==> config.mk <==
export PLATFORM = sky130hd
export DESIGN_NAME = lfu_cache_with_lru_tiebreak_flat
export DESIGN_NICKNAME = d
export VERILOG_FILES = /design/src/lfuc_pkg.sv /design/src/lfuc_in_if.sv /design/src/lfuc_out_if.sv /design/src/lfuc_store.sv /design/src/lfuc_unit.sv /design/src/lfu_cache_with_lru_tiebreak.sv /design/src/flat_wrapper.sv
export SDC_FILE = /design/constraint.sdc
export NUM_CORES = 2
export LEC_CHECK = 0
export ABC_CLOCK_PERIOD_IN_PS = 5700
export BUFFER_PORTS_ARGS = -buffer_cell sky130_fd_sc_hd__buf_2
export CORE_MARGIN = 4
export CORE_UTILIZATION = 55
export DETAILED_ROUTE_END_ITERATION = 10
export PLACE_DENSITY = 0.74
export SYNTH_ARGS = -nofsm -noshare
export SYNTH_HDL_FRONTEND = slang
export SYNTH_SLANG_ARGS = --single-unit
==> constraint.sdc <==
create_clock -name i_clk -period 5.7 [get_ports i_clk]
set_clock_uncertainty 0.05 [all_clocks]
set_input_delay 0.285 -clock i_clk [delete_from_list [all_inputs] [get_ports i_clk]]
set_output_delay 0.285 -clock i_clk [all_outputs]
set_load 0.01 [all_outputs]
==> src/lfuc_pkg.sv <==
`default_nettype none
// ----------------------------------------------------------------------------
// lfuc_pkg
// Shared types and constants of the LFU cache with LRU tie break.
// ----------------------------------------------------------------------------
package lfuc_pkg;

    localparam int KEY_W = 32;
    localparam int CAP_W = 5;

    localparam logic [CAP_W-1:0] CAP_RESET  = 5'd16;
    localparam logic [KEY_W-1:0] MISS_VALUE = 32'hFFFF_FFFF;

    localparam logic ACT_GET = 1'b0;
    localparam logic ACT_PUT = 1'b1;

    // Write enables of the entry store for one cycle
    typedef struct packed {
        logic key_we;
        logic value_we;
        logic count_we;
        logic rank_we;
        logic valid_set;
        logic valid_clr;
    } t_wr_ctl;

    // What the current item does to the entries
    typedef struct packed {
        logic touch;
        logic insert;
        logic evict;
    } t_plan;

endpackage : lfuc_pkg
`default_nettype wire

==> src/lfuc_in_if.sv <==
`default_nettype none
// ----------------------------------------------------------------------------
// lfuc_in_if
// Request channel: one get or put per transfer.
// ----------------------------------------------------------------------------
interface lfuc_in_if;
    logic               valid;
    logic               ready;
    logic               action;
    logic signed [31:0] key;
    logic signed [31:0] value;

    modport source (output valid, output action, output key, output value, input ready);
    modport sink   (input valid, input action, input key, input value, output ready);
endinterface : lfuc_in_if
`default_nettype wire

==> src/lfuc_out_if.sv <==
`default_nettype none
// ----------------------------------------------------------------------------
// lfuc_out_if
// Response channel: one result per request.
// ----------------------------------------------------------------------------
interface lfuc_out_if;
    logic               valid;
    logic               ready;
    logic               hit;
    logic signed [31:0] read_value;
    logic               evicted;
    logic signed [31:0] evicted_key;

    modport source (output valid, output hit, output read_value, output evicted,
                    output evicted_key, input ready);
    modport sink   (input valid, input hit, input read_value, input evicted,
                    input evicted_key, output ready);
endinterface : lfuc_out_if
`default_nettype wire

==> src/lfuc_store.sv <==
`default_nettype none
// ----------------------------------------------------------------------------
// lfuc_store
// Entry store: key, value, use count and age rank memories with one
// registered read port and one write port, plus per-entry valid flops.
// ----------------------------------------------------------------------------
module lfuc_store
    import lfuc_pkg::*;
#(
    parameter int MAX_ENTRIES = 16,
    parameter int COUNT_BITS  = 16,
    parameter int IDX_W       = 4
) (
    input  wire logic                   i_clk,
    input  wire logic                   i_rst_n,
    input  wire logic [IDX_W-1:0]       i_rd_addr,
    output logic      [KEY_W-1:0]       o_rd_key,
    output logic      [KEY_W-1:0]       o_rd_value,
    output logic      [COUNT_BITS-1:0]  o_rd_count,
    output logic      [IDX_W-1:0]       o_rd_rank,
    input  wire t_wr_ctl                i_wr_ctl,
    input  wire logic [IDX_W-1:0]       i_wr_addr,
    input  wire logic [KEY_W-1:0]       i_wr_key,
    input  wire logic [KEY_W-1:0]       i_wr_value,
    input  wire logic [COUNT_BITS-1:0]  i_wr_count,
    input  wire logic [IDX_W-1:0]       i_wr_rank,
    input  wire logic [IDX_W-1:0]       i_clr_addr,
    output logic      [MAX_ENTRIES-1:0] o_valid
);

    logic [KEY_W-1:0]      mem_key   [MAX_ENTRIES];
    logic [KEY_W-1:0]      mem_value [MAX_ENTRIES];
    logic [COUNT_BITS-1:0] mem_count [MAX_ENTRIES];
    logic [IDX_W-1:0]      mem_rank  [MAX_ENTRIES];

    logic [MAX_ENTRIES-1:0] r_valid;
    logic [MAX_ENTRIES-1:0] n_valid;

    always_ff @(posedge i_clk) begin
        if (i_wr_ctl.key_we)   mem_key[i_wr_addr]   <= i_wr_key;
        if (i_wr_ctl.value_we) mem_value[i_wr_addr] <= i_wr_value;
        if (i_wr_ctl.count_we) mem_count[i_wr_addr] <= i_wr_count;
        if (i_wr_ctl.rank_we)  mem_rank[i_wr_addr]  <= i_wr_rank;
        o_rd_key   <= mem_key[i_rd_addr];
        o_rd_value <= mem_value[i_rd_addr];
        o_rd_count <= mem_count[i_rd_addr];
        o_rd_rank  <= mem_rank[i_rd_addr];
    end

    // Clear before set: when the victim's slot is reused the set wins
    always_comb begin
        n_valid = r_valid;
        if (i_wr_ctl.valid_clr) n_valid[i_clr_addr] = 1'b0;
        if (i_wr_ctl.valid_set) n_valid[i_wr_addr]  = 1'b1;
    end

    always_ff @(posedge i_clk) begin
        if (!i_rst_n) begin
            r_valid <= '0;
        end else begin
            r_valid <= n_valid;
        end
    end

    assign o_valid = r_valid;

endmodule : lfuc_store
`default_nettype wire

==> src/lfuc_unit.sv <==
`default_nettype none
// ----------------------------------------------------------------------------
// lfuc_unit
// Shared per-entry unit: during the search pass it compares one entry a cycle
// for key match, eviction victim and first free slot; during the update pass
// it works out the new age rank of one entry a cycle.
// ----------------------------------------------------------------------------
module lfuc_unit
    import lfuc_pkg::*;
#(
    parameter int COUNT_BITS = 16,
    parameter int IDX_W      = 4
) (
    input  wire logic                  i_clk,
    input  wire logic                  i_rst_n,
    input  wire logic                  i_clear,
    input  wire logic                  i_scan,
    input  wire logic [KEY_W-1:0]      i_key,
    input  wire logic [IDX_W-1:0]      i_idx,
    input  wire logic                  i_ent_valid,
    input  wire logic [KEY_W-1:0]      i_ent_key,
    input  wire logic [KEY_W-1:0]      i_ent_value,
    input  wire logic [COUNT_BITS-1:0] i_ent_count,
    input  wire logic [IDX_W-1:0]      i_ent_rank,
    input  wire t_plan                 i_plan,
    output logic                       o_hit,
    output logic      [IDX_W-1:0]      o_hit_idx,
    output logic      [KEY_W-1:0]      o_hit_value,
    output logic      [COUNT_BITS-1:0] o_hit_count,
    output logic      [IDX_W-1:0]      o_vic_idx,
    output logic      [KEY_W-1:0]      o_vic_key,
    output logic                       o_free_found,
    output logic      [IDX_W-1:0]      o_free_idx,
    output logic                       o_rank_we,
    output logic      [IDX_W-1:0]      o_new_rank
);

    logic                  r_hit;
    logic [IDX_W-1:0]      r_hit_idx;
    logic [KEY_W-1:0]      r_hit_value;
    logic [COUNT_BITS-1:0] r_hit_count;
    logic [IDX_W-1:0]      r_hit_rank;
    logic                  r_vic_found;
    logic [IDX_W-1:0]      r_vic_idx;
    logic [KEY_W-1:0]      r_vic_key;
    logic [COUNT_BITS-1:0] r_vic_count;
    logic [IDX_W-1:0]      r_vic_rank;
    logic                  r_free_found;
    logic [IDX_W-1:0]      r_free_idx;

    logic w_match;
    logic w_better;

    assign w_match  = i_ent_valid && (i_ent_key == i_key) && !r_hit;
    assign w_better = i_ent_valid && (!r_vic_found || (i_ent_count < r_vic_count) ||
                      ((i_ent_count == r_vic_count) && (i_ent_rank > r_vic_rank)));

    always_ff @(posedge i_clk) begin
        if (!i_rst_n) begin
            r_hit        <= 1'b0;
            r_vic_found  <= 1'b0;
            r_free_found <= 1'b0;
        end else if (i_clear) begin
            r_hit        <= 1'b0;
            r_vic_found  <= 1'b0;
            r_free_found <= 1'b0;
        end else if (i_scan) begin
            if (w_match)                     r_hit        <= 1'b1;
            if (w_better)                    r_vic_found  <= 1'b1;
            if (!i_ent_valid && !r_free_found) r_free_found <= 1'b1;
        end
    end

    always_ff @(posedge i_clk) begin
        if (i_scan) begin
            if (w_match) begin
                r_hit_idx   <= i_idx;
                r_hit_value <= i_ent_value;
                r_hit_count <= i_ent_count;
                r_hit_rank  <= i_ent_rank;
            end
            if (w_better) begin
                r_vic_idx   <= i_idx;
                r_vic_key   <= i_ent_key;
                r_vic_count <= i_ent_count;
                r_vic_rank  <= i_ent_rank;
            end
            if (!i_ent_valid && !r_free_found) r_free_idx <= i_idx;
        end
    end

    // Rank update of one entry; the touched or inserted entry is written later
    always_comb begin
        o_rank_we  = 1'b0;
        o_new_rank = i_ent_rank;
        if (i_ent_valid) begin
            if (i_plan.touch) begin
                if ((i_idx != r_hit_idx) && (i_ent_rank < r_hit_rank)) begin
                    o_rank_we  = 1'b1;
                    o_new_rank = i_ent_rank + IDX_W'(1);
                end
            end else if (i_plan.insert) begin
                if (!(i_plan.evict && (i_idx == r_vic_idx))) begin
                    o_rank_we = 1'b1;
                    if (i_plan.evict && (i_ent_rank > r_vic_rank)) begin
                        o_new_rank = i_ent_rank;
                    end else begin
                        o_new_rank = i_ent_rank + IDX_W'(1);
                    end
                end
            end
        end
    end

    assign o_hit        = r_hit;
    assign o_hit_idx    = r_hit_idx;
    assign o_hit_value  = r_hit_value;
    assign o_hit_count  = r_hit_count;
    assign o_vic_idx    = r_vic_idx;
    assign o_vic_key    = r_vic_key;
    assign o_free_found = r_free_found;
    assign o_free_idx   = r_free_idx;

endmodule : lfuc_unit
`default_nettype wire

==> src/lfu_cache_with_lru_tiebreak.sv <==
`default_nettype none
// ----------------------------------------------------------------------------
// lfu_cache_with_lru_tiebreak
// Key-value cache, least-frequently-used replacement, oldest first on ties.
// ----------------------------------------------------------------------------
// Usage:
//   i_req carries a get (action 0) or put (action 1) of a 32-bit key and value;
//   o_rsp returns one result per request: hit, read value (-1 on a miss and
//   for puts), and the key of any entry evicted by a put.
//   i_cfg_we / i_cfg_data write the capacity; write it only while idle.
// Sequence:
//   Two passes over the one-read-port store, one entry a cycle: search for key,
//   victim and free slot, then rank update; the rank update pass is skipped when
//   nothing changes (get miss, put at capacity zero). i_req.ready is high only in
//   idle, so no new request is taken until the last result is in the output register.
// Reset: all entries become invalid at once, capacity returns to 16.
// Stall:
//   The result sits in an output register; a new request may be taken while
//   it waits, and its own result is held back until the old one transfers.
// ----------------------------------------------------------------------------
module lfu_cache_with_lru_tiebreak
    import lfuc_pkg::*;
#(
    parameter int MAX_ENTRIES = 16,
    parameter int COUNT_BITS  = 16
) (
    input  wire logic             i_clk,
    input  wire logic             i_rst_n,
    input  wire logic             i_cfg_we,
    input  wire logic [CAP_W-1:0] i_cfg_data,
    lfuc_in_if.sink               i_req,
    lfuc_out_if.source            o_rsp
);

    localparam int IDX_W = (MAX_ENTRIES > 1) ? $clog2(MAX_ENTRIES) : 1;
    localparam int CNT_W = $clog2(MAX_ENTRIES + 1);

    localparam logic [2:0] S_IDLE   = 3'd0;
    localparam logic [2:0] S_SCAN   = 3'd1;
    localparam logic [2:0] S_DECIDE = 3'd2;
    localparam logic [2:0] S_UPD    = 3'd3;
    localparam logic [2:0] S_FIN    = 3'd4;

    logic [2:0]       r_state;
    logic [2:0]       n_state;
    logic [CAP_W-1:0] r_capacity;
    logic [CNT_W-1:0] r_live;
    logic [CNT_W-1:0] r_idx;
    logic             r_pv;
    logic [IDX_W-1:0] r_pidx;
    logic             r_action;
    logic [KEY_W-1:0] r_key;
    logic [KEY_W-1:0] r_value;
    t_plan            r_plan;
    t_plan            n_plan;
    logic [IDX_W-1:0] r_slot;
    logic [IDX_W-1:0] n_slot;

    logic             r_out_valid;
    logic             r_out_hit;
    logic [KEY_W-1:0] r_out_read_value;
    logic             r_out_evicted;
    logic [KEY_W-1:0] r_out_evicted_key;

    logic                   w_accept;
    logic                   w_issue;
    logic                   w_pass_done;
    logic                   w_fin_go;
    logic [CNT_W-1:0]       w_cap;
    logic [MAX_ENTRIES-1:0] w_valid;
    logic                   w_ent_valid;

    logic [KEY_W-1:0]      w_rd_key;
    logic [KEY_W-1:0]      w_rd_value;
    logic [COUNT_BITS-1:0] w_rd_count;
    logic [IDX_W-1:0]      w_rd_rank;

    t_wr_ctl               w_wr_ctl;
    logic [IDX_W-1:0]      w_wr_addr;
    logic [KEY_W-1:0]      w_wr_value;
    logic [COUNT_BITS-1:0] w_wr_count;
    logic [IDX_W-1:0]      w_wr_rank;

    logic                  u_hit;
    logic [IDX_W-1:0]      u_hit_idx;
    logic [KEY_W-1:0]      u_hit_value;
    logic [COUNT_BITS-1:0] u_hit_count;
    logic [IDX_W-1:0]      u_vic_idx;
    logic [KEY_W-1:0]      u_vic_key;
    logic                  u_free_found;
    logic [IDX_W-1:0]      u_free_idx;
    logic                  u_rank_we;
    logic [IDX_W-1:0]      u_new_rank;

    assign i_req.ready = (r_state == S_IDLE);
    assign w_accept    = i_req.valid && (r_state == S_IDLE);
    assign w_issue     = ((r_state == S_SCAN) || (r_state == S_UPD)) &&
                         (r_idx != CNT_W'(MAX_ENTRIES));
    assign w_pass_done = !w_issue && !r_pv;
    assign w_fin_go    = (r_state == S_FIN) && (!r_out_valid || o_rsp.ready);
    assign w_ent_valid = w_valid[r_pidx];

    // Capacity above the entry count acts as the entry count
    always_comb begin
        if (32'(r_capacity) > 32'(MAX_ENTRIES)) begin
            w_cap = CNT_W'(MAX_ENTRIES);
        end else begin
            w_cap = CNT_W'(r_capacity);
        end
    end

    // Plan the changes once the search pass is through
    always_comb begin
        n_plan.touch  = u_hit && ((r_action == ACT_GET) || (w_cap != '0));
        n_plan.insert = (r_action == ACT_PUT) && !u_hit && (w_cap != '0);
        n_plan.evict  = n_plan.insert && (r_live >= w_cap);
        if (n_plan.evict) begin
            if (u_free_found && (u_free_idx < u_vic_idx)) begin
                n_slot = u_free_idx;
            end else begin
                n_slot = u_vic_idx;
            end
        end else if (n_plan.insert) begin
            n_slot = u_free_idx;
        end else begin
            n_slot = u_hit_idx;
        end
    end

    always_comb begin
        n_state = r_state;
        case (r_state)
            S_IDLE:   if (w_accept) n_state = S_SCAN;
            S_SCAN:   if (w_pass_done) n_state = S_DECIDE;
            S_DECIDE: begin
                if (n_plan.touch || n_plan.insert) begin
                    n_state = S_UPD;
                end else begin
                    n_state = S_FIN;
                end
            end
            S_UPD:    if (w_pass_done) n_state = S_FIN;
            S_FIN:    if (w_fin_go) n_state = S_IDLE;
            default:  n_state = S_IDLE;
        endcase
    end

    always_ff @(posedge i_clk) begin
        if (!i_rst_n) begin
            r_state    <= S_IDLE;
            r_capacity <= CAP_RESET;
            r_live     <= '0;
            r_idx      <= '0;
            r_pv       <= 1'b0;
            r_plan     <= '0;
        end else begin
            r_state <= n_state;
            r_pv    <= w_issue;
            if (i_cfg_we) r_capacity <= i_cfg_data;
            if (w_accept || (r_state == S_DECIDE)) begin
                r_idx <= '0;
            end else if (w_issue) begin
                r_idx <= r_idx + CNT_W'(1);
            end
            if (r_state == S_DECIDE) r_plan <= n_plan;
            if (w_fin_go && r_plan.insert && !r_plan.evict) r_live <= r_live + CNT_W'(1);
        end
    end

    always_ff @(posedge i_clk) begin
        r_pidx <= r_idx[IDX_W-1:0];
        if (w_accept) begin
            r_action <= i_req.action;
            r_key    <= i_req.key;
            r_value  <= i_req.value;
        end
        if (r_state == S_DECIDE) r_slot <= n_slot;
    end

    // Store writes: rank sweep during the update pass, target entry at the end
    always_comb begin
        w_wr_ctl   = '0;
        w_wr_addr  = r_pidx;
        w_wr_value = r_value;
        w_wr_count = COUNT_BITS'(1);
        w_wr_rank  = u_new_rank;
        if (r_state == S_UPD) begin
            w_wr_ctl.rank_we = r_pv && u_rank_we;
        end else if (w_fin_go) begin
            w_wr_addr = r_slot;
            w_wr_rank = '0;
            if (r_plan.insert) begin
                w_wr_ctl.key_we    = 1'b1;
                w_wr_ctl.value_we  = 1'b1;
                w_wr_ctl.count_we  = 1'b1;
                w_wr_ctl.rank_we   = 1'b1;
                w_wr_ctl.valid_set = 1'b1;
                w_wr_ctl.valid_clr = r_plan.evict && (r_slot != u_vic_idx);
            end else if (r_plan.touch) begin
                w_wr_ctl.value_we = (r_action == ACT_PUT);
                w_wr_ctl.count_we = 1'b1;
                w_wr_ctl.rank_we  = 1'b1;
                // Saturate at the count maximum
                if (u_hit_count != '1) begin
                    w_wr_count = u_hit_count + COUNT_BITS'(1);
                end else begin
                    w_wr_count = u_hit_count;
                end
            end
        end
    end

    lfuc_store #(
        .MAX_ENTRIES (MAX_ENTRIES),
        .COUNT_BITS  (COUNT_BITS),
        .IDX_W       (IDX_W)
    ) u_store (
        .i_clk      (i_clk),
        .i_rst_n    (i_rst_n),
        .i_rd_addr  (r_idx[IDX_W-1:0]),
        .o_rd_key   (w_rd_key),
        .o_rd_value (w_rd_value),
        .o_rd_count (w_rd_count),
        .o_rd_rank  (w_rd_rank),
        .i_wr_ctl   (w_wr_ctl),
        .i_wr_addr  (w_wr_addr),
        .i_wr_key   (r_key),
        .i_wr_value (w_wr_value),
        .i_wr_count (w_wr_count),
        .i_wr_rank  (w_wr_rank),
        .i_clr_addr (u_vic_idx),
        .o_valid    (w_valid)
    );

    lfuc_unit #(
        .COUNT_BITS (COUNT_BITS),
        .IDX_W      (IDX_W)
    ) u_unit (
        .i_clk        (i_clk),
        .i_rst_n      (i_rst_n),
        .i_clear      (w_accept),
        .i_scan       ((r_state == S_SCAN) && r_pv),
        .i_key        (r_key),
        .i_idx        (r_pidx),
        .i_ent_valid  (w_ent_valid),
        .i_ent_key    (w_rd_key),
        .i_ent_value  (w_rd_value),
        .i_ent_count  (w_rd_count),
        .i_ent_rank   (w_rd_rank),
        .i_plan       (r_plan),
        .o_hit        (u_hit),
        .o_hit_idx    (u_hit_idx),
        .o_hit_value  (u_hit_value),
        .o_hit_count  (u_hit_count),
        .o_vic_idx    (u_vic_idx),
        .o_vic_key    (u_vic_key),
        .o_free_found (u_free_found),
        .o_free_idx   (u_free_idx),
        .o_rank_we    (u_rank_we),
        .o_new_rank   (u_new_rank)
    );

    // Output register: hold until transfer
    always_ff @(posedge i_clk) begin
        if (!i_rst_n) begin
            r_out_valid <= 1'b0;
        end else if (w_fin_go) begin
            r_out_valid <= 1'b1;
        end else if (o_rsp.ready) begin
            r_out_valid <= 1'b0;
        end
    end

    always_ff @(posedge i_clk) begin
        if (w_fin_go) begin
            r_out_hit     <= u_hit;
            r_out_evicted <= r_plan.evict;
            if ((r_action == ACT_GET) && u_hit) begin
                r_out_read_value <= u_hit_value;
            end else begin
                r_out_read_value <= MISS_VALUE;
            end
            if (r_plan.evict) begin
                r_out_evicted_key <= u_vic_key;
            end else begin
                r_out_evicted_key <= '0;
            end
        end
    end

    assign o_rsp.valid       = r_out_valid;
    assign o_rsp.hit         = r_out_hit;
    assign o_rsp.read_value  = r_out_read_value;
    assign o_rsp.evicted     = r_out_evicted;
    assign o_rsp.evicted_key = r_out_evicted_key;

`ifndef SYNTHESIS
    a_live_matches_valid: assert property (@(posedge i_clk) disable iff (!i_rst_n)
        $countones(w_valid) == int'(r_live))
        else $error("live count out of step with valid entries");

    a_live_bounded: assert property (@(posedge i_clk) disable iff (!i_rst_n)
        int'(r_live) <= MAX_ENTRIES)
        else $error("live count above entry count");

    a_evict_is_put_miss: assert property (@(posedge i_clk) disable iff (!i_rst_n)
        (r_out_valid && r_out_evicted) |-> (!r_out_hit && (r_out_read_value == MISS_VALUE)))
        else $error("eviction reported on a hit or a get");

    a_no_evict_no_key: assert property (@(posedge i_clk) disable iff (!i_rst_n)
        (r_out_valid && !r_out_evicted) |-> (r_out_evicted_key == '0))
        else $error("evicted key set without an eviction");

    a_insert_slot_free: assert property (@(posedge i_clk) disable iff (!i_rst_n)
        (w_fin_go && r_plan.insert) |->
        (!w_valid[r_slot] || (r_plan.evict && (r_slot == u_vic_idx))))
        else $error("insert into an occupied entry");
`endif

endmodule : lfu_cache_with_lru_tiebreak
`default_nettype wire
==> src/flat_wrapper.sv <==
// flat-port wrapper written by rule: the top's interface ports become plain ports
module lfu_cache_with_lru_tiebreak_flat import lfuc_pkg::*;
#(
    parameter int MAX_ENTRIES = 16,
    parameter int COUNT_BITS  = 16
)
  (i_clk, i_rst_n, i_cfg_we, i_cfg_data, i_req_valid, i_req_action, i_req_key, i_req_value, i_req_ready, o_rsp_valid, o_rsp_hit, o_rsp_read_value, o_rsp_evicted, o_rsp_evicted_key, o_rsp_ready);
  lfuc_in_if i_req_i ();
  lfuc_out_if o_rsp_i ();
  input  wire logic i_clk;
  input  wire logic i_rst_n;
  input  wire logic i_cfg_we;
  input  wire logic [CAP_W-1:0] i_cfg_data;
  input wire logic [$bits(i_req_i.valid)-1:0] i_req_valid;
  input wire logic [$bits(i_req_i.action)-1:0] i_req_action;
  input wire logic [$bits(i_req_i.key)-1:0] i_req_key;
  input wire logic [$bits(i_req_i.value)-1:0] i_req_value;
  output wire logic [$bits(i_req_i.ready)-1:0] i_req_ready;
  output wire logic [$bits(o_rsp_i.valid)-1:0] o_rsp_valid;
  output wire logic [$bits(o_rsp_i.hit)-1:0] o_rsp_hit;
  output wire logic [$bits(o_rsp_i.read_value)-1:0] o_rsp_read_value;
  output wire logic [$bits(o_rsp_i.evicted)-1:0] o_rsp_evicted;
  output wire logic [$bits(o_rsp_i.evicted_key)-1:0] o_rsp_evicted_key;
  input wire logic [$bits(o_rsp_i.ready)-1:0] o_rsp_ready;
  assign i_req_i.valid = i_req_valid;
  assign i_req_i.action = i_req_action;
  assign i_req_i.key = i_req_key;
  assign i_req_i.value = i_req_value;
  assign i_req_ready = i_req_i.ready;
  assign o_rsp_valid = o_rsp_i.valid;
  assign o_rsp_hit = o_rsp_i.hit;
  assign o_rsp_read_value = o_rsp_i.read_value;
  assign o_rsp_evicted = o_rsp_i.evicted;
  assign o_rsp_evicted_key = o_rsp_i.evicted_key;
  assign o_rsp_i.ready = o_rsp_ready;
  lfu_cache_with_lru_tiebreak #(.MAX_ENTRIES(MAX_ENTRIES), .COUNT_BITS(COUNT_BITS)) u_core (.i_clk(i_clk), .i_rst_n(i_rst_n), .i_cfg_we(i_cfg_we), .i_cfg_data(i_cfg_data), .i_req(i_req_i), .o_rsp(o_rsp_i));
endmodule
==> out/metrics.cfg <==
[grt]
grt.overflow.total=0
grt_max_degree=94
antenna_found_initial=5
grt_usage_pct=23.62
grt_pass1_vias=31550
grt_first_pass_wirelength_um=210400

[logic_synthesis]
synth.top_cell.area_share_pct=74.40
avgSynthCellArea_sq_um=22.45
seq_area_frac_synth_pct=78.44
synth_top_family_by_area=multiplexers
synthTopCellsByArea=edfxtp_1 (74%), mux4_2 (15%), dfxtp_1 (4.0%), ha_1 (0.70%), nor2_1 (0.49%)
synth.largest_area_cell=edfxtp_1
syn_nets=2978
synth_warnings=0
synth_flop_cell=edfxtp_1
synth-seq-cells=1725
yosys-top-cells-count=edfxtp_1 (1595), mux4_2 (420), dfxtp_1 (130)
netlist_area_sq_um=64380
netlist_instances=2867
synth.most_common_cell=edfxtp_1
synthArstFlopShare_pct=0
synth_compound_area_share_pct=1.057
synth-simple-area-share_pct=2.773
synth_edf_count=1595
synth_adder_area_share_pct=0.6997
muxShareOfSynthArea_pct=15.11
synth_cell_types=55
synth-xor-area-share_pct=0.8435

[layout]
drive_above_1_share_pct=29.17
synthToLayoutAreaGrowth_pct=14.30
fin_nets=3314

[cts]
insertion_delay_ns=0.77
ctsResizeCount=0
clock_path_buffers=3
root_buffer=clkbuf_16
clock_sinks=1725
cts_made_buffers=165
htreeDepth=4
post_cts_buffers=0
ctsHoldBuffers=85
tritoncts=yes
cts.clk_slew.worst_paths_ns=0.06

[route]
via_per_inst=6.246
ant_nets=0
wirelength_um=142400
wire_per_inst_um=29.25
drtPass1Iterations=5
drcViolationCount=0
drt-initial-drc-count=3679
dr_total_vias=30400

[power]
powerDensity_nw_per_um2=355.2
total_power_w=0.02614
power_leakage_nw=23.67
ir_worst_vdd_mv=0.3376

[placement]
place.gp.congestion=0.8113
dp_hpwl_um=79040
portBuffers=142

[worst_hold_path]
hp-class=in -> reg

[floorplanning]
std_cell_rows=125
dieArea_sq_um=122600
die_x_um=350.1
coreArea_sq_um=116200
io_pins=143
fp.dieH_um=350.1
start_util_pct=55.40

[setup_path]
cp_slowest_stage_delay_ns=1.13
start_kind=flop
cp_max_fo=40
r2r_setup_slack_ns=1.33
worstPathRequired_ns=6.02
cp_cell_sequence=nor2_1 -> nand3_1 -> inv_4 -> nand2_1 -> nor2_4
cp-end-kind=flop
critPathSlowestCell=nor2_4
arrival_ns=4.70
crit_type=reg -> reg

[flow_run]
max_cap_viol_count=0

[run_status]
status=finished, final reports clean

[sta]
rsz0062_at_grt=false
hold_viol=0
fmax_mhz=228.7
maxSlewHeadroom_pct=10.65
fin_setup_tns_ns=0
period_minus_slack_ns=4.372
slew_viol_final=0
tightestPinTransition_ns=1.337
setup_violations=0
finalCritPeriodShare_pct=76.71

per-stage QoR:
| step | setup WS (ns) | cells | utilization [%] | area, sq um | hold WS, ns |
|---|---|---|---|---|---|
| final | 1.328 | 4867 | 63.32 | 73590 | 0.1735 |
| after global routing | 1.049 | 4867 | 63.32 | 73590 | 0.1319 |
| after CTS | 1.329 | 4865 | 63.30 | 73550 | 0.1198 |
| after detailed placement | 1.331 | 4474 | 57.97 | 67370 | 0.3387 |
| after global placement | 1.557 | 4474 | 57.97 | 67370 | 0.3398 |
| after floorplan | 0.6156 | 2867 | - | 64380 | 0.2758 |
cells in the final DEF (no fill, tap or decap), types with 13 or more instances in the layout:
cell type / Yosys / final
o21a_1: 14 / 14
mux4_2: 420 / 420
or2_2: 39 / 39
ha_1: 36 / 36
mux2i_1: 14 / 13
xnor2_1: 28 / 28
nor2b_1: 19 / 19
xor2_1: 34 / 34
dlygate4sd3_1: 0 / 85
nand4_1: 21 / 21
dfxtp_1: 130 / 126
clkbuf_16: 0 / 168
nand3_1: 20 / 20
edfxtp_1: 1595 / 1595
nand2_1: 32 / 32
buf_2: 39 / 142
nor3_1: 38 / 22
clkbuf_8: 0 / 17
clkbuf_1: 83 / 51
nor2_4: 0 / 23
buf_4: 0 / 65
a21oi_1: 16 / 14
nor2_1: 84 / 61
clkinv_2: 0 / 28
inv_1: 36 / 33
clkinv_1: 0 / 18
and2_1: 41 / 40
nor3_2: 0 / 15
o21ai_0: 25 / 24
path summary, 6_finish.rpt:
check	endpoint	start	depth (start not counted)
worst min-delay path	u_core.r_key[13]	i_req_key[13]	2
worst min register to register	u_core.u_unit.o_hit_value[29]	u_core.u_store.o_rd_value[29]	0
worst max-delay path	u_core.u_store.mem_value[8][25]	u_core.r_state[1]	5
worst max register to register	u_core.u_store.mem_value[8][25]	u_core.r_state[1]	5
state kept, by name, indices dropped and copies added (netlist names), 5 cells and up:
register / flops
u_core.r_idx: 5
u_core.u_store.o_rd_count: 16
u_core.u_store.o_rd_key: 32
u_core.u_store.o_rd_value: 32
u_core.r_capacity: 5
u_core.r_key: 32
u_core.u_unit.o_hit_count: 16
u_core.u_unit.r_vic_count: 16
u_core.o_rsp.read_value: 32
u_core.u_unit.o_vic_key: 32
u_core.u_store.mem_value: 512
u_core.r_value: 32
u_core.u_store.o_valid: 16
u_core.r_live: 5
u_core.u_store.mem_count: 256
u_core.u_store.mem_key: 512
u_core.u_store.mem_rank: 64
u_core.u_unit.o_hit_value: 32
u_core.o_rsp.evicted_key: 32
worst max-delay path, delay by kind of cell (launching register included):
kind | cells | cell delay (ns)
buf+inv | 1 | 0.79
flops | 1 | 0.46
simple gates | 4 | 2.63
routing by layer:
layer / vias up / track usage, % / routed length (um)
met3: 243 / 4.588 / 11440
li1: 12540 / - / -
met2: 1581 / 39.50 / 72680
met4: 2 / 7.208 / 3812
met5: - / 0 / 13
met1: 16030 / 32.07 / 54410
power breakdown:
group          total [W]  internal, W  switching, W
Sequential        0.0143       0.0140      0.000308
Combinational    0.00111     0.000577      0.000535
Clock             0.0107      0.00607       0.00462
cell type report:
type | count | area (sq um)
Clock buffer | 236 | 4629
Multi-Input combinational cell | 975 | 13480
Timing Repair Buffer | 300 | 2210
Sequential cell | 1725 | 50510
Inverter | 36 | 137.6
Fill cell | 7357 | 42620
Clock inverter | 70 | 706.9
Antenna cell | 1 | 2.502
Tap cell | 1524 | 1907
cell families after synthesis:
logic type               Yosys count
AND/OR/NAND/NOR                  338
XOR/XNOR                          62
buffers and inverters            167
adder cells (fa/ha/maj)           36
AO/OA/AOI/OAI                     99
multiplexers                     440
flip-flops                      1725
Power figures use the tool's default switching activity.
